--- src/rtl/plucked_string_synth_top_defines.svh ---
// Assertion macros for the plucked string voice.
// Each check is sampled on clk and disabled while arst_n is low.
`ifndef PLUCKED_STRING_SYNTH_TOP_DEFINES_SVH
`define PLUCKED_STRING_SYNTH_TOP_DEFINES_SVH

`ifndef SYNTH
`define PSS_ASSERT_IMPLIES(label, ante, cons) \
	label: assert property (@(posedge clk) disable iff (!arst_n) (ante) |-> (cons)) \
		else $error("pss: same-cycle check failed");
`define PSS_ASSERT_NEXT(label, ante, cons) \
	label: assert property (@(posedge clk) disable iff (!arst_n) (ante) |=> (cons)) \
		else $error("pss: next-cycle check failed");
`else
`define PSS_ASSERT_IMPLIES(label, ante, cons)
`define PSS_ASSERT_NEXT(label, ante, cons)
`endif

`endif

--- src/rtl/pss_pkg.sv ---
package pss_pkg;

	// Delay line geometry and sample format
	localparam int LINE_DEPTH  = 4096;
	localparam int ADDR_BITS   = $clog2(LINE_DEPTH);
	localparam int SAMPLE_BITS = 16;
	localparam int SAT_BITS    = SAMPLE_BITS + 2;

	// Field widths
	localparam int DL_BITS     = 12;
	localparam int VEL_BITS    = 15;
	localparam int BRIGHT_BITS = 16;
	localparam int DAMP_BITS   = 16;
	localparam int SEED_BITS   = 32;
	localparam int GAIN_BITS   = 16;
	localparam int COEF_BITS   = 16;

	// Product widths
	localparam int DPROD_BITS = (SAMPLE_BITS + 1) + (COEF_BITS + 1);
	localparam int VPROD_BITS = SAMPLE_BITS + VEL_BITS + 1;
	localparam int TPROD_BITS = (SAMPLE_BITS + 1) + (GAIN_BITS + 1);

	// Fraction bits of the rounding shifts
	localparam int COEF_FRAC = 16;
	localparam int VEL_FRAC  = 14;
	localparam int GAIN_FRAC = 17;

	// Q0.16 constants: 0.15, 0.82, 0.997, 0.28
	localparam int COEF_BASE  = 9830;
	localparam int BRIGHT_MUL = 53740;
	localparam int GAIN_BASE  = 65339;
	localparam int DAMP_MUL   = 18350;

	localparam int MIN_PERIOD = 2;

	localparam logic [SEED_BITS-1:0] LFSR_TAPS     = 32'h8020_0003;
	localparam logic [SEED_BITS-1:0] SEED_RESET    = 32'd1;
	localparam logic [DAMP_BITS-1:0] DAMPING_RESET = 16'd19661;

	// APB register map
	localparam int PADDR_BITS = 3;
	localparam int PDATA_BITS = 32;
	localparam logic REG_DAMPING = 1'b0;
	localparam logic REG_SEED    = 1'b1;

	localparam logic signed [SAT_BITS-1:0] SAT_HI = SAT_BITS'((1 <<< (SAMPLE_BITS - 1)) - 1);
	localparam logic signed [SAT_BITS-1:0] SAT_LO = SAT_BITS'(-(1 <<< (SAMPLE_BITS - 1)));

	typedef struct packed {
		logic [GAIN_BITS-1:0] gain;
		logic                 seed_wr;
		logic [SEED_BITS-1:0] seed;
	} cfg_t;

	typedef struct packed {
		logic                          we;
		logic [ADDR_BITS-1:0]          waddr;
		logic signed [SAMPLE_BITS-1:0] wdata;
		logic [ADDR_BITS-1:0]          raddr_a;
		logic [ADDR_BITS-1:0]          raddr_b;
	} ram_req_t;

	// Loop gain 0.997 - 0.28*damping, Q0.16, rounded half up
	function automatic logic [GAIN_BITS-1:0] gain_of(input logic [DAMP_BITS-1:0] d);
		logic [31:0] prod;
		prod = 32'(DAMP_MUL) * 32'(d) + 32'(1 << (COEF_FRAC - 1));
		return GAIN_BITS'(32'(GAIN_BASE) - (prod >> COEF_FRAC));
	endfunction

	localparam logic [GAIN_BITS-1:0] GAIN_RESET = gain_of(DAMPING_RESET);

	function automatic logic [ADDR_BITS-1:0] clamp_period(input logic [DL_BITS-1:0] dl);
		logic [31:0] v;
		v = 32'(dl);
		if (v < 32'(MIN_PERIOD)) begin
			v = 32'(MIN_PERIOD);
		end
		if (v > 32'(LINE_DEPTH - 1)) begin
			v = 32'(LINE_DEPTH - 1);
		end
		return ADDR_BITS'(v);
	endfunction

	function automatic logic signed [SAMPLE_BITS-1:0] sat_sample(
		input logic signed [SAT_BITS-1:0] v);
		logic signed [SAT_BITS-1:0] r;
		r = v;
		if (v > SAT_HI) begin
			r = SAT_HI;
		end else if (v < SAT_LO) begin
			r = SAT_LO;
		end
		return r[SAMPLE_BITS-1:0];
	endfunction

endpackage

--- src/rtl/pss_regs.sv ---
module pss_regs import pss_pkg::*; (
	input  logic                  clk,
	input  logic                  arst_n,
	input  logic                  psel,
	input  logic                  penable,
	input  logic                  pwrite,
	input  logic [PADDR_BITS-1:0] paddr,
	input  logic [PDATA_BITS-1:0] pwdata,
	output logic [PDATA_BITS-1:0] prdata,
	output logic                  pready,
	output cfg_t                  cfg
);

	logic [DAMP_BITS-1:0] damping_q;
	logic [GAIN_BITS-1:0] gain_q;
	logic [SEED_BITS-1:0] seed_q;
	logic                 seed_wr_q;
	logic                 wr_en;
	logic                 reg_sel;

	assign pready  = 1'b1;
	assign wr_en   = psel && penable && pwrite && pready;
	assign reg_sel = paddr[2];

	always_ff @(posedge clk or negedge arst_n) begin
		if (!arst_n) begin
			damping_q <= DAMPING_RESET;
			gain_q    <= GAIN_RESET;
			seed_q    <= SEED_RESET;
			seed_wr_q <= 1'b0;
		end else begin
			seed_wr_q <= 1'b0;
			if (wr_en) begin
				unique case (reg_sel)
					REG_DAMPING: begin
						damping_q <= pwdata[DAMP_BITS-1:0];
						gain_q    <= gain_of(pwdata[DAMP_BITS-1:0]);
					end
					REG_SEED: begin
						seed_q    <= pwdata[SEED_BITS-1:0];
						seed_wr_q <= 1'b1;
					end
					default: ;
				endcase
			end
		end
	end

	always_comb begin
		unique case (reg_sel)
			REG_DAMPING: prdata = PDATA_BITS'(damping_q);
			REG_SEED:    prdata = PDATA_BITS'(seed_q);
			default:     prdata = '0;
		endcase
	end

	// Seed reloads the noise register in the cycle after the write
	assign cfg.gain    = gain_q;
	assign cfg.seed_wr = seed_wr_q;
	assign cfg.seed    = seed_q;

endmodule

--- config.mk ---
export PLATFORM = sky130hd
export DESIGN_NAME = pss_regs
export DESIGN_NICKNAME = d
export VERILOG_FILES = /design/src/rtl/plucked_string_synth_top_defines.svh /design/src/rtl/pss_pkg.sv /design/src/rtl/pss_regs.sv
export SDC_FILE = /design/constraint.sdc
export NUM_CORES = 1
export LEC_CHECK = 0
export BUFFER_PORTS_ARGS = -buffer_cell sky130_fd_sc_hd__clkbuf_2
export CORE_MARGIN = 3
export CORE_UTILIZATION = 40
export CTS_CLUSTER_DIAMETER = 40
export DETAILED_ROUTE_END_ITERATION = 12
export HOLD_SLACK_MARGIN = 0.05
export SLEW_MARGIN = 20
export SYNTH_ARGS = -nofsm -noshare
export SYNTH_HDL_FRONTEND = slang
export SYNTH_SLANG_ARGS = --single-unit
--- constraint.sdc ---
create_clock -name clk -period 2 [get_ports clk]
set_clock_uncertainty 0.05 [all_clocks]
set_input_delay 0.1 -clock clk [delete_from_list [all_inputs] [get_ports clk]]
set_output_delay 0.1 -clock clk [all_outputs]
set_load 0.01 [all_outputs]
Yosys cells after proc, flatten, opt, wreduce, memory -nomap -nowiden
Cells that the tools add are included.
W data, S select, Z words.
{"block": "op_classes", "add_sub_neg": 2, "mul": 1, "mux": 3, "bitwise": 1, "reduce_logical": 4}
{"op": "$pmux W32 S2", "count": 1}
{"op": "$add A31 B16 Y32 const B", "count": 1}
{"op": "$mul A14 B16 Y30 const A", "count": 1}
{"op": "$sub A16 B16 Y16 const A", "count": 1}
{"op": "$reduce_and A2 Y1", "count": 2}
{"op": "$logic_and A1 B1 Y1", "count": 2}
{"op": "$mux W1", "count": 2}
{"op": "$not A1 Y1", "count": 1}
{"block": "totals", "register_bits": 65, "input_bits": 40, "out_inout_bits": 82, "word_cells": 15}

Logic depth before layout (Yosys ltp)
Gate-level depths: netlist of the first run.
{"block": "depth", "word_depth": 3, "depth_mapped": 26, "depth_no_buf": 26}

Least setup slack after synthesis of the first run
OpenSTA, ideal clock, no wires.
{"block": "synth_path", "path_kind": "in2reg", "from": "input pwdata[7]", "to": "register gain_q[14]", "setup_time_ns": 0.086, "arrival_time_ns": 6.440, "required_time_ns": 1.864, "slack_ns": -4.576, "stages": 22, "path_buffers": 1, "cell_sequence": "ha_1 > fa_1 > inv_1 > fa_1 > inv_1 > fa_1 > fa_1 > fa_1 > ha_1 > buf_6 > nand3_1 > or3_1 > and3b_1 > a211oi_2 > ha_1 > o2111ai_1 > or3_1 > a211oi_1 > o21ai_2 > a2111o_1 > o211a_1 > o31ai_2"}
{"block": "synth_via", "elab_chain_cells": 3}
{"item": "start, declared", "line": "pss_regs.sv:8", "source": "input logic [PDATA_BITS-1:0] pwdata,"}
{"item": "$mul A14 B16 Y30", "line": "pss_pkg.sv:66", "source": "prod = 32'(DAMP_MUL) * 32'(d) + 32'(1 << (COEF_FRAC - 1));"}
{"item": "$add A31 B16 Y32", "line": "pss_pkg.sv:66"}
{"item": "$sub A16 B16 Y16", "line": "pss_pkg.sv:67", "source": "return GAIN_BITS'(32'(GAIN_BASE) - (prod >> COEF_FRAC));"}
{"item": "end signal, assigned", "line": "pss_regs.sv:37", "source": "gain_q <= gain_of(pwdata[DAMP_BITS-1:0]);"}
{"item": "end, declared", "line": "pss_regs.sv:15", "source": "logic [GAIN_BITS-1:0] gain_q;"}
Every way passes these cells.
A chain may end at the register's enable or synchronous reset.

Worst setup path in the final report of the first run
{"block": "layout_path", "from": "input pwdata[12]", "to": "register gain_q[15]"}
Same word-level chain as after synthesis.

==> results by group, run 1 <==
Synth
  • Main flop type after synthesis: dfrtp_1
  • Gate Count Post-Synth: 919
  • Syn Area/Cell: 9.27 sq um
  • Synth Register Bits: 65
  • EDFF count, synth: 0
  • Post-synth ARST share: 100%
  • Most instantiated cells after synthesis: inv_1, nand2_1, ha_1
  • Yosys warnings: 0
  • Unique masters post-synth: 81
  • Post-synth net total: roughly 1,200
  • Share of the synthesized area in the top cell type: roughly a fifth
  • Sequential area share after synthesis: between 15 and 20%
  • Count leader, synth: inv_1
  • Synth top area cells: fa_1, ha_1, dfrtp_1
  • Mapped cell area: around 0.0085 sq mm
  • Cell taking the most area after synthesis: fa_1

GRT
  • Initial antenna violation count: 0
  • Overall routing resource usage: around 20%
  • Vias in the first global route: approximately 8,000
  • First-pass GRT wire length: around 39 mm
  • Remaining Overflow, GRT: 0
  • Largest net degree at the start of global routing: 55

STA
  • # setup viols final: 16
  • Final critical path time including I/O delays and setup: a little over 6 ns
  • Worst slew margin: a little over a third
  • Worst Tran Pin Value: ~0.96 ns
  • Setup WS post-layout: -4.17 ns
  • RSZ-0062 raised after global routing: yes
  • Fin. Hold Viols: 0
  • Fin. max-slew vios: 0
  • Peak Freq: ~160 MHz
  • Final period util: 309%

Detailed routing
  • Via count: about 7,600
  • Drt initial violations: approximately 300
  • Post-DR vias/cell: roughly 4.9
  • Drt total wl: about 23 mm
  • DRC: 0
  • Router iterations before antenna repair: 5
  • Detail Route Antenna Nets: 0
  • Routed WL per cell: roughly 15 um

Clocking
  • Root buffer cell: clkbuf_16
  • Clock Latency Late Sink: approximately 0.32 ns
  • Total CTS buffers: 9
  • Clock buffer depth: 2
  • Clock Sink Count: between 60 and 70
  • CTS tree: built
  • Htree depth: 3
  • Clock Pin Slew Worst Setup and Hold Paths: about 0.050 ns

Status
  • Status: finished with violations
  • Failing checks: negative setup slack

Final layout
  • Fin cells: 1,542
  • Layout area overhead: 45.8%
  • Share of cells above drive strength 1: 41.0%
  • Final #Nets: ~1,500
  • Antenna Cells: 0

Floorplanning
  • Die H: ~150 um
  • Die Area: between 0.02 and 0.025 sq mm
  • Initial Util: 41.4%
  • Rows: 52
  • Placeable Area: ~0.021 sq mm
  • IO Count: 122
  • Die Width: around 150 um

Setup path
  • CP Cell Sequence: clkbuf_2 > ha_4 > inv_1 > fa_1 > inv_1 > fa_1 > fa_1 > fa_1 > fa_1 > ha_4 > nand3_2 > or3_4 > a211oi_4 > nor3_2 > nor3_2 > nand4_4 > or3_4 > o41a_1 > or4_4 > a32oi_2 > o22a_1
  • Worst stage delay on the critical path: approximately 0.53 ns
  • Crit-path leading delay family: adder cells
  • Worst Path Arrival: approximately 6.4 ns
  • Crit-path max FO: 5
  • Crit path launch type: input pin
  • Slowest-stage cell, CP: fa_1
  • Req. time, crit path: between 2 and 2.5 ns
  • Most frequent CP cell: fa_1
  • Buf/Inv on CP: 3
  • CP Class: input pin to register
  • Critical Path End Type: register

Placement
  • PortBufs: roughly 120
  • RD Place Congestion: 0.866
  • Inst Count DP: ~1,500
  • Setup WS pre-CTS: -4.67 ns
  • DPL Wire Length: slightly below 20 mm

Hold path
  • Hold WC Path Type: input pin to asynchronous set/reset pin

Flow run
  • Max-capacitance violation count: 0
==> path summary, 6_finish.rpt <==
| kind | start | to | slack, ns | cells past startpoint |
|---|---|---|---|---|
| max in group asynchronous | arst_n | damping_q[10]$_DFFE_PN1P_ | 1.10 | 3 |
| min in group clk | pwdata[0] | damping_q[0]$_DFFE_PN1P_ | 0.11 | 4 |
| hold reg to reg | damping_q[3]$_DFFE_PN1P_ | damping_q[3]$_DFFE_PN1P_ | 0.41 | 2 |
| hold / removal | arst_n | gain_q[12]$_DFFE_PN0P_ | 0.11 | 2 |
| setup / recovery | pwdata[12] | gain_q[15]$_DFFE_PN1P_ | -4.17 | 21 |
| setup reg to reg | gain_q[1]$_DFFE_PN1P_ | gain_q[1]$_DFFE_PN1P_ | 1.18 | 2 |
==> per-stage QoR <==
stage               setup TNS, ns  instance area [sq um]  util (%)  hold WS (ns)
floorplan                  -57.85                   8800         -        -0.246
CTS                        -59.24                  12100      59.1        0.0988
global placement           -65.54                  11100      53.9       -0.0994
global route               -61.93                  12400      60.4         0.112
finish                     -58.56                  12400      60.4         0.110
detailed placement         -66.94                  11100      53.9       -0.0913
==> flip-flops by register name, summed over array words and instances, names as in the netlist <==
signal and flops:
seed_wr_q 1, seed_q 32, gain_q 16, damping_q 16
==> logic make-up after synthesis <==
group	count (synthesis)	share of synthesized area, %
AND/OR/NAND/NOR	262	14.6
adder cells (fa/ha/maj)	205	37.5
buffers and inverters	172	8.11
AO/OA/AOI/OAI	166	14.8
flip-flops	65	19.4
XOR/XNOR	32	3.51
multiplexers	16	2.11
other	1	0.0440
==> repair_timing <==
action | 4_1_cts | 5_1_grt
pin swaps | 68 | 43
endpoints found under the setup margin | 16 | 16
resized for setup | 90 | 44
hold endpoints to repair | 66 | 0
setup buffers | 24 | 11
hold buffers | 17 | 0
==> cells in the final DEF, fill, tap and decap left out, types with 16 or more instances in the layout <==
master         Yosys  final
dlygate4sd3_1      0     17
and2_1            19     19
dfstp_2           19     19
dfrtp_1           46     46
o21ai_0           46     32
buf_4              2    212
fa_1              84     82
ha_1             121     98
nand2_1          145    138
ha_4               0     20
nor2_1            26     19
inv_1            147    139
mux2_2            16     16
clkbuf_2           0    108
==> routing by layer <==
metal	wire length, um	GRT usage (%)	share of wire (%)	vias to the layer above
met3	887	2.02	3.8	25
met2	11200	34.4	48	160
met4	359	4.32	1.5	0
li1	-	-	-	3796
met5	0	0	0	-
met1	11000	28.2	47	3587
==> cell type report <==
cell class / instances / area (sq um)
fill: 1771 / 8140
multi-input combinational: 682 / 6920
clock inverter: 2 / 37.5
sequential: 65 / 1650
inverter: 147 / 552
clock buffer: 14 / 274
tap: 270 / 338
timing repair buffer: 362 / 2650
Power of run 1 is left out: the tool's default activity adds up to more than one toggle a clock period on the data nets, which glitch-free logic cannot reach.
==> run 2: changes to the inputs <==
--- a/config.mk
+++ b/config.mk
@@ -10,7 +10,10 @@
 export CORE_UTILIZATION = 40
 export CTS_CLUSTER_DIAMETER = 40
 export DETAILED_ROUTE_END_ITERATION = 12
+export GPL_TIMING_DRIVEN = 0
 export HOLD_SLACK_MARGIN = 0.05
+export REMOVE_ABC_BUFFERS = 1
+export SETUP_SLACK_MARGIN = 0.3
 export SLEW_MARGIN = 20
 export SYNTH_ARGS = -nofsm -noshare
 export SYNTH_HDL_FRONTEND = slang
==> run 2 against run 1 <==
Register-to-register slack improved by 0.02 ns. Count of clock-buffer cells in the layout decreased by 4. Sequential cell count unchanged. Critical endpoint unchanged. First-iteration DRC count increased by 7.1%. Final cell count decreased by 9.5%. Routed wire length decreased by 3.8%. Largest cell class unchanged. Critical path depth increased by 3. The run still ends with negative setup slack left. Via count decreased by 5.9%. Die area unchanged. Final area decreased by 6.5%. Global-route usage decreased by 0.70 points. Setup slack got worse by 0.19 ns.
==> results by group, run 2 (synthesis results as in run 1) <==
Detailed routing
  • Post-DR vias/cell: 5.11 (+4.1%)
  • Drt initial violations: 317 (+7.1%)
  • DRC: 0 (unchanged)
  • Router iterations before antenna repair: 4 (-1)
  • Routed WL per cell: 16.1 um (+6.4%)
  • Detail Route Antenna Nets: 0 (unchanged)
  • Drt total wl: 22.5 mm (-3.8%)
  • Via count: 7,125 (-5.9%)

Final layout
  • Final #Nets: 1,365 (-9.7%)
  • Layout area overhead: 36.4%
  • Max reg flops: 32 (unchanged)
  • Antenna Cells: 0 (unchanged)
  • Most common cell after layout, fill and taps aside: nand2_1
  • Top reg by flops: seed_q
  • Most frequent cells in the layout: nand2_1, inv_1, clkbuf_2, ha_1, fa_1
  • Share of cells above drive strength 1: 34.1% (-6.9 points)
  • Top flop regs: seed_q x32, damping_q x16, gain_q x16

Clocking
  • Htree depth: 3 (unchanged)
  • Total CTS buffers: 9 (unchanged)
  • Clock buffer depth: 2 (unchanged)
  • CTS tree: built
  • Clock Pin Slew Worst Setup and Hold Paths: 0.06 ns (about the same)
  • Root buffer cell: clkbuf_16
  • Clock Latency Late Sink: 0.35 ns (+0.03 ns)
  • Clock Sink Count: 65 (unchanged)

Flow run
  • Max-capacitance violation count: 0 (unchanged)

STA
  • Final critical path time including I/O delays and setup: 6.37 ns (+0.192 ns)
  • Setup WS post-layout: -4.37 ns (-0.192 ns)
  • RSZ-0062 raised after global routing: yes
  • Fin. max-slew vios: 0 (unchanged)
  • Fin. Hold Viols: 0 (unchanged)
  • Final period util: 318% (+9.6 points)
  • Final TNS setup: -61.45 ns (-2.88 ns)
  • Peak Freq: 157 MHz (-3.0%)
  • Worst Tran Pin Value: 0.802 ns (-0.157 ns)
  • # setup viols final: 16 (unchanged)
  • Worst slew margin: 46.3% (+10 points)

GRT
  • Overall routing resource usage: 19.5% (-0.70 points)
  • Initial antenna violation count: 0 (unchanged)
  • Remaining Overflow, GRT: 0 (unchanged)
  • Largest net degree at the start of global routing: 55 (unchanged)
  • First-pass GRT wire length: 37.2 mm (-5.2%)
  • Vias in the first global route: 7,246 (-9.3%)

Status
  • Failing checks: negative setup slack
  • Status: finished with violations

Setup path
  • Worst stage delay on the critical path: 0.59 ns (+0.06 ns)
  • CP Class: input pin to register
  • Req. time, crit path: 2.24 ns (+0.02 ns)
  • Critical Path End Type: register
  • Slowest-stage cell, CP: fa_1
  • Crit-path max FO: 6 (+1)
  • Worst Path Arrival: 6.61 ns (+0.22 ns)
  • FF-to-FF setup slack: 1.20 ns (+0.02 ns)
  • Crit path launch type: input pin
  • CP Cell Sequence: clkbuf_4 > ha_1 > inv_1 > fa_1 > inv_1 > fa_1 > fa_1 > fa_1 > fa_1 > ha_4 > buf_4 > a211oi_2 > o211ai_1 > buf_4 > buf_4 > nand4_1 > nand3_4 > xor2_4 > o311ai_4 > or3_4 > o41a_1 > or4_4 > a32oi_2 > o22a_1
  • Most frequent CP cell: fa_1

Placement
  • DPL Wire Length: 16.3 mm (-16%)
  • Setup WS pre-CTS: -5.61 ns (-0.935 ns)
  • PortBufs: 118 (unchanged)
  • RD Place Congestion: 0.847 (-2.2%)

Hold path
  • Hold WC Path Type: input pin to register

Floorplanning
  • Initial Util: 41.4% (unchanged)
  • Rows: 52 (unchanged)
  • IO Count: 122 (unchanged)
  • Die H: 152 um (unchanged)
  • Placeable Area: 0.0206 sq mm (unchanged)
  • Die Area: 0.0231 sq mm (unchanged)
  • Die Width: 152 um (unchanged)
-- run 2: changes by cell type in the layout (fill, tap and decap cells not counted), sizes merged --
cell	change
clkbuf	-1
buf	-154
clkinvlp	+1
dlygate4sd3	+4
bufinv	+2
clkinv	+1
-- run 2: per-layer routing --
metal / share of wire (%) / vias to the layer above / track usage, %
met5: 0 / - / 0
met4: 1.8 / 0 / 5.05
met3: 4.4 / 26 / 3.10
met2: 47 / 183 / 32.0
met1: 46 / 3426 / 27.2
li1: - / 3490 / -
-- run 2: worst paths after layout --
check                                          from                       end  depth (start not counted)
max                                      pwdata[12]    gain_q[15]$_DFFE_PN1P_                         24
max in group asynchronous                    arst_n  damping_q[6]$_DFFE_PN1P_                          3
max reg2reg                   gain_q[7]$_DFFE_PN1P_     gain_q[7]$_DFFE_PN1P_                          2
min                                       pwdata[6]     seed_q[6]$_DFFE_PN0P_                          4
min reg2reg                damping_q[0]$_DFFE_PN1P_  damping_q[0]$_DFFE_PN1P_                          2
min in group asynchronous                    arst_n     seed_q[4]$_DFFE_PN0P_                          2
-- run 2: timing repair --
| item | CTS | global route |
|---|---|---|
| setup endpoints to repair | 43 | 32 |
| setup buffers | 55 | 18 |
| pin swaps | 103 | 51 |
| hold buffers | 21 | 0 |
| resized for setup | 169 | 50 |
| hold endpoints to repair | 52 | 0 |
-- run 2: final cells by class --
| class | instances | area [sq um] |
|---|---|---|
| clock inverters | 6 | 115 |
| flip-flops and latches | 65 | 1650 |
| fillers | 1788 | 8940 |
| repair buffers | 215 | 1640 |
| multi-input cells | 682 | 7100 |
| well taps | 270 | 338 |
| inverters | 147 | 556 |
| clock buffers | 10 | 229 |
-- run 2: critical path, delay by kind of cell --
family                   cells  cell delay, ns
buffers and inverters        6            0.71
AO/OA/AOI/OAI                6            1.30
adder cells (fa/ha/maj)      7            3.03
AND/OR/NAND/NOR              4            1.23
XOR/XNOR                     1            0.22
-- run 2: stage by stage --
stage                     util (%)  std cells  instance area (sq um)  hold slack [ns]
after floorplan                  -        894                   8380           -0.246
after global placement        45.3       1282                   9310            0.244
after detailed placement      45.5       1285                   9360           0.0558
after CTS                     54.6       1377                  11200           0.0961
after global routing          56.5       1395                  11600            0.116
final                         56.5       1395                  11600            0.106
Power of run 2 is left out for the same reason.
