$ cat config.mk
export PLATFORM = sky130hd
export DESIGN_NAME = pss_core
export DESIGN_NICKNAME = d
export VERILOG_FILES = /design/src/rtl/plucked_string_synth_top_defines.svh /design/src/rtl/pss_pkg.sv /design/src/rtl/pss_core.sv
export SDC_FILE = /design/constraint.sdc
export NUM_CORES = 2
export LEC_CHECK = 0
export ABC_AREA = 1
export BUFFER_PORTS_ARGS = -buffer_cell sky130_fd_sc_hd__buf_2
export CORE_ASPECT_RATIO = 0.9
export CORE_MARGIN = 2
export CORE_UTILIZATION = 55
export DETAILED_ROUTE_END_ITERATION = 6
export PLACE_DENSITY = 0.7
export SKIP_CTS_REPAIR_TIMING = 1
export SLEW_MARGIN = 20
export SYNTH_ARGS = -nofsm -noshare
export SYNTH_HDL_FRONTEND = slang
export SYNTH_SLANG_ARGS = --single-unit
$ cat constraint.sdc
create_clock -name clk -period 14.5 [get_ports clk]
set_clock_uncertainty 0.2 [all_clocks]
set_input_delay 0.725 -clock clk [delete_from_list [all_inputs] [get_ports clk]]
set_output_delay 0.725 -clock clk [all_outputs]
set_load 0.01 [all_outputs]
$ cat src/rtl/plucked_string_synth_top_defines.svh
// Assertion macros for the plucked string voice.
// Each check is sampled on clk and disabled while arst_n is low.
`ifndef PLUCKED_STRING_SYNTH_TOP_DEFINES_SVH
`define PLUCKED_STRING_SYNTH_TOP_DEFINES_SVH

`ifndef SYNTH
`define PSS_ASSERT_IMPLIES(label, ante, cons) \
	label: assert property (@(posedge clk) disable iff (!arst_n) (ante) |-> (cons)) \
		else $error("pss: same-cycle check failed");
`define PSS_ASSERT_NEXT(label, ante, cons) \
	label: assert property (@(posedge clk) disable iff (!arst_n) (ante) |=> (cons)) \
		else $error("pss: next-cycle check failed");
`else
`define PSS_ASSERT_IMPLIES(label, ante, cons)
`define PSS_ASSERT_NEXT(label, ante, cons)
`endif

`endif

$ cat src/rtl/pss_pkg.sv
package pss_pkg;

	// Delay line geometry and sample format
	localparam int LINE_DEPTH  = 4096;
	localparam int ADDR_BITS   = $clog2(LINE_DEPTH);
	localparam int SAMPLE_BITS = 16;
	localparam int SAT_BITS    = SAMPLE_BITS + 2;

	// Field widths
	localparam int DL_BITS     = 12;
	localparam int VEL_BITS    = 15;
	localparam int BRIGHT_BITS = 16;
	localparam int DAMP_BITS   = 16;
	localparam int SEED_BITS   = 32;
	localparam int GAIN_BITS   = 16;
	localparam int COEF_BITS   = 16;

	// Product widths
	localparam int DPROD_BITS = (SAMPLE_BITS + 1) + (COEF_BITS + 1);
	localparam int VPROD_BITS = SAMPLE_BITS + VEL_BITS + 1;
	localparam int TPROD_BITS = (SAMPLE_BITS + 1) + (GAIN_BITS + 1);

	// Fraction bits of the rounding shifts
	localparam int COEF_FRAC = 16;
	localparam int VEL_FRAC  = 14;
	localparam int GAIN_FRAC = 17;

	// Q0.16 constants: 0.15, 0.82, 0.997, 0.28
	localparam int COEF_BASE  = 9830;
	localparam int BRIGHT_MUL = 53740;
	localparam int GAIN_BASE  = 65339;
	localparam int DAMP_MUL   = 18350;

	localparam int MIN_PERIOD = 2;

	localparam logic [SEED_BITS-1:0] LFSR_TAPS     = 32'h8020_0003;
	localparam logic [SEED_BITS-1:0] SEED_RESET    = 32'd1;
	localparam logic [DAMP_BITS-1:0] DAMPING_RESET = 16'd19661;

	// APB register map
	localparam int PADDR_BITS = 3;
	localparam int PDATA_BITS = 32;
	localparam logic REG_DAMPING = 1'b0;
	localparam logic REG_SEED    = 1'b1;

	localparam logic signed [SAT_BITS-1:0] SAT_HI = SAT_BITS'((1 <<< (SAMPLE_BITS - 1)) - 1);
	localparam logic signed [SAT_BITS-1:0] SAT_LO = SAT_BITS'(-(1 <<< (SAMPLE_BITS - 1)));

	typedef struct packed {
		logic [GAIN_BITS-1:0] gain;
		logic                 seed_wr;
		logic [SEED_BITS-1:0] seed;
	} cfg_t;

	typedef struct packed {
		logic                          we;
		logic [ADDR_BITS-1:0]          waddr;
		logic signed [SAMPLE_BITS-1:0] wdata;
		logic [ADDR_BITS-1:0]          raddr_a;
		logic [ADDR_BITS-1:0]          raddr_b;
	} ram_req_t;

	// Loop gain 0.997 - 0.28*damping, Q0.16, rounded half up
	function automatic logic [GAIN_BITS-1:0] gain_of(input logic [DAMP_BITS-1:0] d);
		logic [31:0] prod;
		prod = 32'(DAMP_MUL) * 32'(d) + 32'(1 << (COEF_FRAC - 1));
		return GAIN_BITS'(32'(GAIN_BASE) - (prod >> COEF_FRAC));
	endfunction

	localparam logic [GAIN_BITS-1:0] GAIN_RESET = gain_of(DAMPING_RESET);

	function automatic logic [ADDR_BITS-1:0] clamp_period(input logic [DL_BITS-1:0] dl);
		logic [31:0] v;
		v = 32'(dl);
		if (v < 32'(MIN_PERIOD)) begin
			v = 32'(MIN_PERIOD);
		end
		if (v > 32'(LINE_DEPTH - 1)) begin
			v = 32'(LINE_DEPTH - 1);
		end
		return ADDR_BITS'(v);
	endfunction

	function automatic logic signed [SAMPLE_BITS-1:0] sat_sample(
		input logic signed [SAT_BITS-1:0] v);
		logic signed [SAT_BITS-1:0] r;
		r = v;
		if (v > SAT_HI) begin
			r = SAT_HI;
		end else if (v < SAT_LO) begin
			r = SAT_LO;
		end
		return r[SAMPLE_BITS-1:0];
	endfunction

endpackage

$ cat src/rtl/pss_core.sv
module pss_core import pss_pkg::*; (
	input  logic                          clk,
	input  logic                          arst_n,
	input  logic                          in_valid,
	output logic                          in_stall,
	input  logic                          action,
	input  logic [DL_BITS-1:0]            delay_length,
	input  logic [VEL_BITS-1:0]           velocity,
	input  logic [BRIGHT_BITS-1:0]        brightness,
	input  cfg_t                          cfg,
	output ram_req_t                      ram_req,
	input  logic signed [SAMPLE_BITS-1:0] rdata_a,
	input  logic signed [SAMPLE_BITS-1:0] rdata_b,
	output logic                          out_valid,
	input  logic                          out_stall,
	output logic signed [SAMPLE_BITS-1:0] sample
);

	localparam logic [3:0] ST_CLEAR = 4'd0;
	localparam logic [3:0] ST_IDLE  = 4'd1;
	localparam logic [3:0] ST_TRD   = 4'd2;
	localparam logic [3:0] ST_TMUL  = 4'd3;
	localparam logic [3:0] ST_TWR   = 4'd4;
	localparam logic [3:0] ST_PCOEF = 4'd5;
	localparam logic [3:0] ST_PNZ   = 4'd6;
	localparam logic [3:0] ST_PACC  = 4'd7;
	localparam logic [3:0] ST_PVEL  = 4'd8;
	localparam logic [3:0] ST_PWR   = 4'd9;

	logic [3:0]                    state_q;
	logic [ADDR_BITS-1:0]          wp_q;
	logic [ADDR_BITS-1:0]          rd_q;
	logic [ADDR_BITS-1:0]          period_q;
	logic [ADDR_BITS-1:0]          cnt_q;
	logic [ADDR_BITS-1:0]          clr_q;
	logic [SEED_BITS-1:0]          lfsr_q;
	logic [VEL_BITS-1:0]           vel_q;
	logic [BRIGHT_BITS-1:0]        bright_q;
	logic [COEF_BITS-1:0]          coef_q;
	logic signed [SAMPLE_BITS-1:0] filt_q;
	logic signed [SAMPLE_BITS-1:0] cur_s2;
	logic signed [TPROD_BITS-1:0]  prod_s2;
	logic signed [DPROD_BITS-1:0]  dprod_s1;
	logic signed [VPROD_BITS-1:0]  vprod_s2;
	logic                          out_valid_q;
	logic signed [SAMPLE_BITS-1:0] sample_q;

	logic                          in_acc;
	logic                          out_free;
	logic [ADDR_BITS-1:0]          period_w;
	logic [SEED_BITS-1:0]          lfsr_src;
	logic [SEED_BITS-1:0]          lfsr_nx;
	logic signed [SAMPLE_BITS-1:0] noise_w;
	logic signed [SAMPLE_BITS:0]   diff_w;
	logic signed [SAMPLE_BITS:0]   tsum_w;
	logic signed [TPROD_BITS-1:0]  trnd_w;
	logic signed [DPROD_BITS-1:0]  drnd_w;
	logic signed [VPROD_BITS-1:0]  vrnd_w;
	logic [31:0]                   coef_w;
	logic signed [SAMPLE_BITS-1:0] tick_wdata;
	logic signed [SAMPLE_BITS-1:0] pluck_wdata;

	assign in_stall = (state_q != ST_IDLE);
	assign in_acc   = in_valid && !in_stall;
	assign out_free = !out_valid_q || !out_stall;
	assign period_w = clamp_period(delay_length);

	// Galois LFSR step; a zero register restarts at one
	assign lfsr_src = (lfsr_q == '0) ? SEED_BITS'(1) : lfsr_q;
	assign lfsr_nx  = (lfsr_src >> 1) ^ (lfsr_src[0] ? LFSR_TAPS : '0);
	assign noise_w  = $signed({~lfsr_nx[SEED_BITS-1],
		lfsr_nx[SEED_BITS-2:SEED_BITS-SAMPLE_BITS]});
	assign diff_w   = (SAMPLE_BITS + 1)'(noise_w) - (SAMPLE_BITS + 1)'(filt_q);

	// Brightness never drives the coefficient outside [0.01, 1.0], so no clamp
	assign coef_w = 32'(COEF_BASE) + ((32'(BRIGHT_MUL) * 32'(bright_q)
		+ 32'(1 << (COEF_FRAC - 1))) >> COEF_FRAC);

	assign tsum_w = (SAMPLE_BITS + 1)'(rdata_a) + (SAMPLE_BITS + 1)'(rdata_b);
	assign trnd_w = prod_s2 + TPROD_BITS'(1 <<< (GAIN_FRAC - 1));
	assign drnd_w = dprod_s1 + DPROD_BITS'(1 <<< (COEF_FRAC - 1));
	assign vrnd_w = vprod_s2 + VPROD_BITS'(1 <<< (VEL_FRAC - 1));

	assign tick_wdata  = sat_sample(SAT_BITS'($signed(trnd_w[TPROD_BITS-1:GAIN_FRAC])));
	assign pluck_wdata = sat_sample(SAT_BITS'($signed(vrnd_w[VPROD_BITS-1:VEL_FRAC])));

	always_comb begin
		ram_req.we      = 1'b0;
		ram_req.waddr   = wp_q;
		ram_req.wdata   = tick_wdata;
		ram_req.raddr_a = rd_q;
		ram_req.raddr_b = rd_q + ADDR_BITS'(1);
		unique case (state_q)
			ST_CLEAR: begin
				ram_req.we    = 1'b1;
				ram_req.waddr = clr_q;
				ram_req.wdata = '0;
			end
			ST_TWR: begin
				ram_req.we = out_free;
			end
			ST_PWR: begin
				ram_req.we    = 1'b1;
				ram_req.waddr = wp_q + cnt_q;
				ram_req.wdata = pluck_wdata;
			end
			default: ;
		endcase
	end

	always_ff @(posedge clk or negedge arst_n) begin
		if (!arst_n) begin
			state_q     <= ST_CLEAR;
			wp_q        <= '0;
			clr_q       <= '0;
			cnt_q       <= '0;
			lfsr_q      <= SEED_RESET;
			out_valid_q <= 1'b0;
		end else begin
			if (out_valid_q && !out_stall) begin
				out_valid_q <= 1'b0;
			end
			if (cfg.seed_wr) begin
				lfsr_q <= cfg.seed;
			end
			unique case (state_q)
				ST_CLEAR: begin
					clr_q <= clr_q + ADDR_BITS'(1);
					if (clr_q == ADDR_BITS'(LINE_DEPTH - 1)) begin
						state_q <= ST_IDLE;
					end
				end
				ST_IDLE: begin
					if (in_acc) begin
						cnt_q   <= '0;
						state_q <= action ? ST_PCOEF : ST_TRD;
					end
				end
				ST_TRD:   state_q <= ST_TMUL;
				ST_TMUL:  state_q <= ST_TWR;
				ST_TWR: begin
					// hold until the output register is free
					if (out_free) begin
						out_valid_q <= 1'b1;
						wp_q        <= wp_q + ADDR_BITS'(1);
						state_q     <= ST_IDLE;
					end
				end
				ST_PCOEF: state_q <= ST_PNZ;
				ST_PNZ: begin
					lfsr_q  <= lfsr_nx;
					state_q <= ST_PACC;
				end
				ST_PACC:  state_q <= ST_PVEL;
				ST_PVEL:  state_q <= ST_PWR;
				ST_PWR: begin
					cnt_q <= cnt_q + ADDR_BITS'(1);
					if (cnt_q == period_q - ADDR_BITS'(1)) begin
						state_q <= ST_IDLE;
					end else begin
						state_q <= ST_PNZ;
					end
				end
				default: state_q <= ST_IDLE;
			endcase
		end
	end

	// Datapath registers
	always_ff @(posedge clk) begin
		if (in_acc) begin
			period_q <= period_w;
			rd_q     <= wp_q - period_w;
			vel_q    <= velocity;
			bright_q <= brightness;
			filt_q   <= '0;
		end
		if (state_q == ST_PCOEF) begin
			coef_q <= COEF_BITS'(coef_w);
		end
		if (state_q == ST_TMUL) begin
			cur_s2  <= rdata_a;
			prod_s2 <= TPROD_BITS'(tsum_w) * TPROD_BITS'($signed({1'b0, cfg.gain}));
		end
		if (state_q == ST_TWR && out_free) begin
			sample_q <= cur_s2;
		end
		if (state_q == ST_PNZ) begin
			dprod_s1 <= DPROD_BITS'(diff_w) * DPROD_BITS'($signed({1'b0, coef_q}));
		end
		if (state_q == ST_PACC) begin
			// the filter stays between its last value and the noise, so no overflow
			filt_q <= filt_q + $signed(drnd_w[COEF_FRAC+SAMPLE_BITS-1:COEF_FRAC]);
		end
		if (state_q == ST_PVEL) begin
			vprod_s2 <= VPROD_BITS'(filt_q) * VPROD_BITS'($signed({1'b0, vel_q}));
		end
	end

	assign out_valid = out_valid_q;
	assign sample    = sample_q;

endmodule

Word level (Yosys, flattened, before mapping)
Cells that the tools add are included.
- output and inout port bits: 71
- bits of input ports: 129
- register bits: 290
- magnitude comparators: 6
- eq/ne operators: 15
- multipliers: 4
- bitwise logic cells: 2
- muxes and demuxes: 25
- $add $sub $neg: 15
- reductions and logical operators: 16
- operator list (cell ; number):
    32-bit two-way mux ; 4
    16-bit two-way mux ; 6
    28-bit one-hot mux with 2 select lines ; 1
    12-bit by 1-bit adder with 12-bit output (second input constant) ; 4
    4-bit one-hot mux with 10 select lines ; 1
    12-bit two-way mux ; 3
    34-bit by 18-bit adder with 34-bit output (second input constant) ; 1
    17-bit by 17-bit multiplier with 34-bit output ; 1
    32-bit by 15-bit adder with 32-bit output (second input constant) ; 1
    32-bit by 16-bit adder with 32-bit output (second input constant) ; 1
    32-bit by 17-bit adder with 32-bit output (second input constant) ; 1
    32-bit by 12-bit greater-than comparator with 1-bit output (second input constant) ; 1
    32-bit zero test ; 1
    16-bit by 16-bit multiplier with 32-bit output ; 1
    17-bit by 17-bit multiplier with 32-bit output ; 1
    31-bit by 32-bit bitwise XOR with 32-bit output ; 1
    14-bit by 16-bit multiplier with 30-bit output (first input constant) ; 1
    12-bit one-hot mux with 2 select lines ; 1
    18-bit by 16-bit greater-than comparator with 1-bit output (second input constant) ; 1
    18-bit by 16-bit < comparator with 1-bit output (second input constant) ; 1
    16-bit by 16-bit adder with 17-bit output ; 1
    17-bit by 16-bit greater-than comparator with 1-bit output (second input constant) ; 1
    17-bit by 16-bit < comparator with 1-bit output (second input constant) ; 1
    16-bit by 16-bit subtractor with 17-bit output ; 1
    27 further kinds ; 46

Depth between registers and ports, before layout
- depth in word-level cells: 7
- depth in mapped cells: 45

Worst setup path after synthesis
No wires, ideal clock.
- path kind: flip-flop to flip-flop
- start point: reg lfsr_q[0]
- end point: reg dprod_s1[24], data pin
- period minus slack after synthesis: 8.568 ns
- setup time: 0.252 ns
- stages on the path, launching flop included: 45
- arrival: 8.116 ns
- data required time: 14.048 ns
- setup slack: 5.932 ns
- cell sequence: dfstp_2 -> or2_2 -> nor3_1 -> nand4_1 -> nor3_1 -> nor2_1 -> xor2_1 -> ha_1 -> nand2_1 -> o21ai_0 -> a21oi_1 -> or2_2 -> nand2_1 -> a21oi_1 -> or2_2 -> nand2_1 -> clkinv_1 -> nand2_1 -> [9 not listed] -> fa_1 -> inv_1 -> ha_1 -> nand2_1 -> nor2_1 -> nand4_1 -> o21ai_0 -> nand2_1 -> nand2_1 -> nand2_1 -> nand2_1 -> nand2_1 -> inv_1 -> nor2_1 -> o21ai_0 -> nand2_1 -> nand3_1 -> nand2_1
- cells in the longest elaborated chain, start to end: 7
- ends and longest elaborated chain (what ; line ; source):
    start: declaration ; pss_core.sv:36 ; logic [SEED_BITS-1:0] lfsr_q;
    start signal: assignment ; pss_core.sv:124 ; lfsr_q <= cfg.seed;
    start signal: assignment ; pss_core.sv:151 ; lfsr_q <= lfsr_nx;
    32-bit zero test ; pss_core.sv:69 ; assign lfsr_src = (lfsr_q == '0) ? SEED_BITS'(1) : lfsr_q;
    32-bit two-way mux (*) ; pss_core.sv:69 ;
    32-bit two-way mux ; pss_core.sv:70 ; assign lfsr_nx = (lfsr_src >> 1) ^ (lfsr_src[0] ? LFSR_TAPS : '0);
    31-bit by 32-bit bitwise XOR with 32-bit output (*) ; pss_core.sv:70 ;
    1-bit NOT ; pss_core.sv:71 ; assign noise_w = $signed({~lfsr_nx[SEED_BITS-1],
    16-bit by 16-bit subtractor with 17-bit output (*) ; pss_core.sv:73 ; assign diff_w = (SAMPLE_BITS + 1)'(noise_w) - (SAMPLE_BITS + 1)'(filt_q);
    17-bit by 17-bit multiplier with 32-bit output (*) ; pss_core.sv:189 ; dprod_s1 <= DPROD_BITS'(diff_w) * DPROD_BITS'($signed({1'b0, coef_q}));
    end signal: assignment ; pss_core.sv:189 ;
    end: declaration ; pss_core.sv:43 ; logic signed [DPROD_BITS-1:0] dprod_s1;
Every way passes the cells marked *; elsewhere a longest branch is shown, timed or not.
A chain may end at the register's enable or synchronous reset.

Final worst setup path
- start point: reg lfsr_q[0]
- end point: reg dprod_s1[29], data pin
Same word-level chain as after synthesis.

==> run summary <==
The final-report setup violation count is 0. The global placement routability congestion is between 0.9 and 1. The async set or reset register ratio after synthesis is 29.7%. STA classifies the critical path startpoint as a register.

The initial antenna violation count is 1. Summed over all nets, wire length on met3 after detailed routing comes to 8.73 mm. The cell sitting at the root of the clock tree is a clkbuf_16.

The post-place instance area is 50900 µm². The clock-pin slew on the worst setup and hold paths is 60 ps. The most used flip-flop cell after synthesis is edfxtp_1. In the global route stage, overall resource usage came out at between 20% and 30%. Summed over all layers, the routed wires come to 123 mm. The highest metal layer used by the detailed router is met4. The critical path's largest stage delay came out at between 500 and 600 ps. The routed length per placed instance is about 17 µm. No sink is reached through more buffers than the 3 on the longest clock path. The clock tree from TritonCTS is done. The critical path data arrival time came out at 10160 ps. Input and output buffers added on the ports amount to 199.

In the final routing, the length of wire on met1 measures 53.6 mm. The first global-routing pass estimated just over 200 mm of wire. The highest-delay cell along the critical path is o21ai_0. The critical path is of the register to register type. Headroom to the max-slew limit came out at 28.3%. The final total negative setup slack is 0 ps. The net count after synthesis is between 7000 and 8000. The number of global-route vias before repair is 38600. The number of standard-cell rows in the floorplan is around 100.

The part of the Yosys area used for sequential elements is 14.4%. The final hold violation count was 0. In this run the remaining antenna-violating nets after routing total 0. The number of flops mapped to enable cells by yosys came out at 173. The element type at the critical path end is a register.

The starting DRC count in detailed routing came out at around 2600. Before antenna repair, the detailed router went through 5 iterations. The number of placed I/O pins came out at 200.

After layout, the worst path uses 69.1% of the clock period. The clock latency of the later-clocked register in the worst-skew pair came out at 640 ps. After the last flow step, the layout net total stands at 7442.

The area share of the leading cell type in the synthesized netlist came out at a little over a third. Once the floorplan was initialized, standard cells occupied 55.6% of the core. The worst-margin pin slew came out at 1070 ps. The total standard cell area after synthesis came out at between 40000 and 50000 µm². The average cell area after synthesis is 8.25 µm². Setup repair after global routing left no endpoint under its margin. The most frequent standard cell in the layout excluding fill and tap cells is inv_1.

Counting every instance in the synthesized netlist gives roughly 5900. The die is 318 µm wide. The floorplan step defined a core boundary enclosing between 80000 and 90000 µm². The Yosys step of the flow raised 0 warnings. The largest total area in the synthesized netlist belongs to fa_1. Detailed routing placed a total of approximately 57 mm of wire on met2.

The largest driver fanout on the critical path is 9. The TritonCTS buffer count is 31. The overall via count from detail_route is 37600. The number of flip-flops and latches in the synthesized netlist came out at 246. The die outline area came out at 91300 µm².

The final global-route overflow total came out at 0. The final critical path time including I/O delays and setup came out at 10020 ps. The via density per instance came out at 5.23. Static timing analysis puts the maximum clock frequency at 99.8 MHz. The total count of max-transition violations in the final report is 0. The number of max-cap violations came out at 0.

Ranked by total cell area, the synthesized netlist is headed by fa_1 (35%), inv_1 (12%), ha_1 (11%), edfxtp_1 (11%), nand2_1 (9.2%). The worst hold-check path type is input port to register. The data required time at the worst endpoint is 14630 ps.

The deepest level of the CTS H-tree came out at 1. The fraction of final layout cells with drive strength greater than 1 came out at 6.52%. The detailed-placement wirelength estimate came out at 103 mm.

The post-synthesis to final-layout area growth came out at 6.28%. The TritonCTS sink count is 246. The y dimension of the die came out at 287 µm.

The post-route DRC violation count came out at 0. The library cells used most frequently in the layout, excluding fill and tap cells, are inv_1 (1565), nand2_1 (1198), fa_1 (863). The pin count of the biggest net entering global routing came out at 56. The netlist uses 63 different library cells.

The flow ran to the end, and the final reports show no timing, DRC or antenna violations. The final design area excluding fillers is 52000 µm².
[stage by stage]
| stage | utilization, % | hold WS [ps] | setup slack, ps | cells |
|---|---|---|---|---|
| 3_3_place_gp | 57.9 | 204 | 5060 | 7140 |
| 5_1_grt | 59.1 | 34.7 | 3840 | 7200 |
| 4_1_cts | 59.1 | -200 | 4620 | 7198 |
| 3_5_place_dp | 57.9 | 205 | 4740 | 7140 |
| 6_report | 59.1 | 63.4 | 4480 | 7200 |
| 2_1_floorplan | - | 200 | 5930 | 5928 |
[cells by family (layout without fill, tap and decap cells)]
family	Yosys count	in the layout	share of synthesized area [%]
XOR/XNOR	209	209	3.81
multiplexers	1	1	0.0205
other	0	1	0
flip-flops	246	246	14.4
AND/OR/NAND/NOR	1993	1993	17.0
AO/OA/AOI/OAI	420	420	4.89
adder cells (fa/ha/maj)	1294	1294	46.4
buffers and inverters	1765	1881	13.6
[state kept, by name, indices dropped and copies added (netlist names)]
signal	cells
out_valid	1
vel_q	15
cnt_q	12
rd_q	12
filt_q	16
state_q	4
sample	16
wp_q	12
coef_q	16
period_q	12
dprod_s1	17
cur_s2	16
prod_s2	18
bright_q	16
lfsr_q	32
vprod_s2	19
clr_q	12
[layer usage]
| metal | vias to the layer above | global-route usage, % |
|---|---|---|
| li1 | 17800 | - |
| met1 | 18400 | 39.2 |
| met2 | 1201 | 45.1 |
| met3 | 201 | 4.14 |
| met4 | 0 | 6.53 |
| met5 | - | 0 |
[critical path, delay by kind of cell, from the launching register on]
family | cells | cell delay [ps]
adders and majority gates | 8 | 3630
DFF | 1 | 390
xor gates and xnor gates | 2 | 350
AOI/OAI and AO/OA | 8 | 1890
and+or+nand+nor | 15 | 2740
buffers and inverters | 6 | 560
[worst paths after layout]
path | start | end | slack (ps) | depth (start not counted)
min in group asynchronous | arst_n | cnt_q[1]$_DFFE_PN0P_ | 380 | 2
setup / recovery | lfsr_q[0]$_DFFE_PN1P_ | dprod_s1[29]$_DFFE_PP_ | 4480 | 39
hold reg to reg | cur_s2[9]$_DFFE_PP_ | sample[9]$_DFFE_PP_ | 220 | 0
max in group asynchronous | arst_n | lfsr_q[23]$_DFFE_PN0P_ | 12640 | 3
hold / removal | brightness[0] | bright_q[0]$_DFFE_PP_ | 60 | 1
setup reg to reg | lfsr_q[0]$_DFFE_PN1P_ | dprod_s1[29]$_DFFE_PP_ | 4480 | 39
[area by class of cell]
type	count	area [µm²]
clock buffer	37	861
timing repair buffer	215	1120
inverter	1608	6040
fill	7825	35900
multi-input combinational	3917	35300
sequential	246	7020
clock inverter	21	213
tap	1155	1450
antenna	1	2.50
[synth_stat cells, types with 3 or more instances]
library cell  instances
a221oi_1              3
a31oi_1              23
nor3_1               42
dfrtp_1              72
nand2_2              23
fa_1                863
a21boi_0              3
xor2_1              150
o211ai_1             20
nor2_4                7
clkinv_1             23
ha_1                431
or2_2                29
nor4_1               21
nor2_1              412
a21o_1                6
o22ai_1               3
edfxtp_1            173
o21ai_1               4
nand3_1             163
o21ai_0             106
xnor2_1              56
clkbuf_1            153
inv_2                20
nand3_2               7
inv_1              1565
o221ai_1             10
o21bai_1             15
nand4_1              49
nor2_2               20
nand2_1            1198
buf_2                 4
o31ai_1               8
nand3b_1              6
a21oi_1             194
a211oi_1              4
o21a_1               10
Power is not shown: default switching activity piles up to over one toggle a cycle in this logic, so the estimate is an artifact.
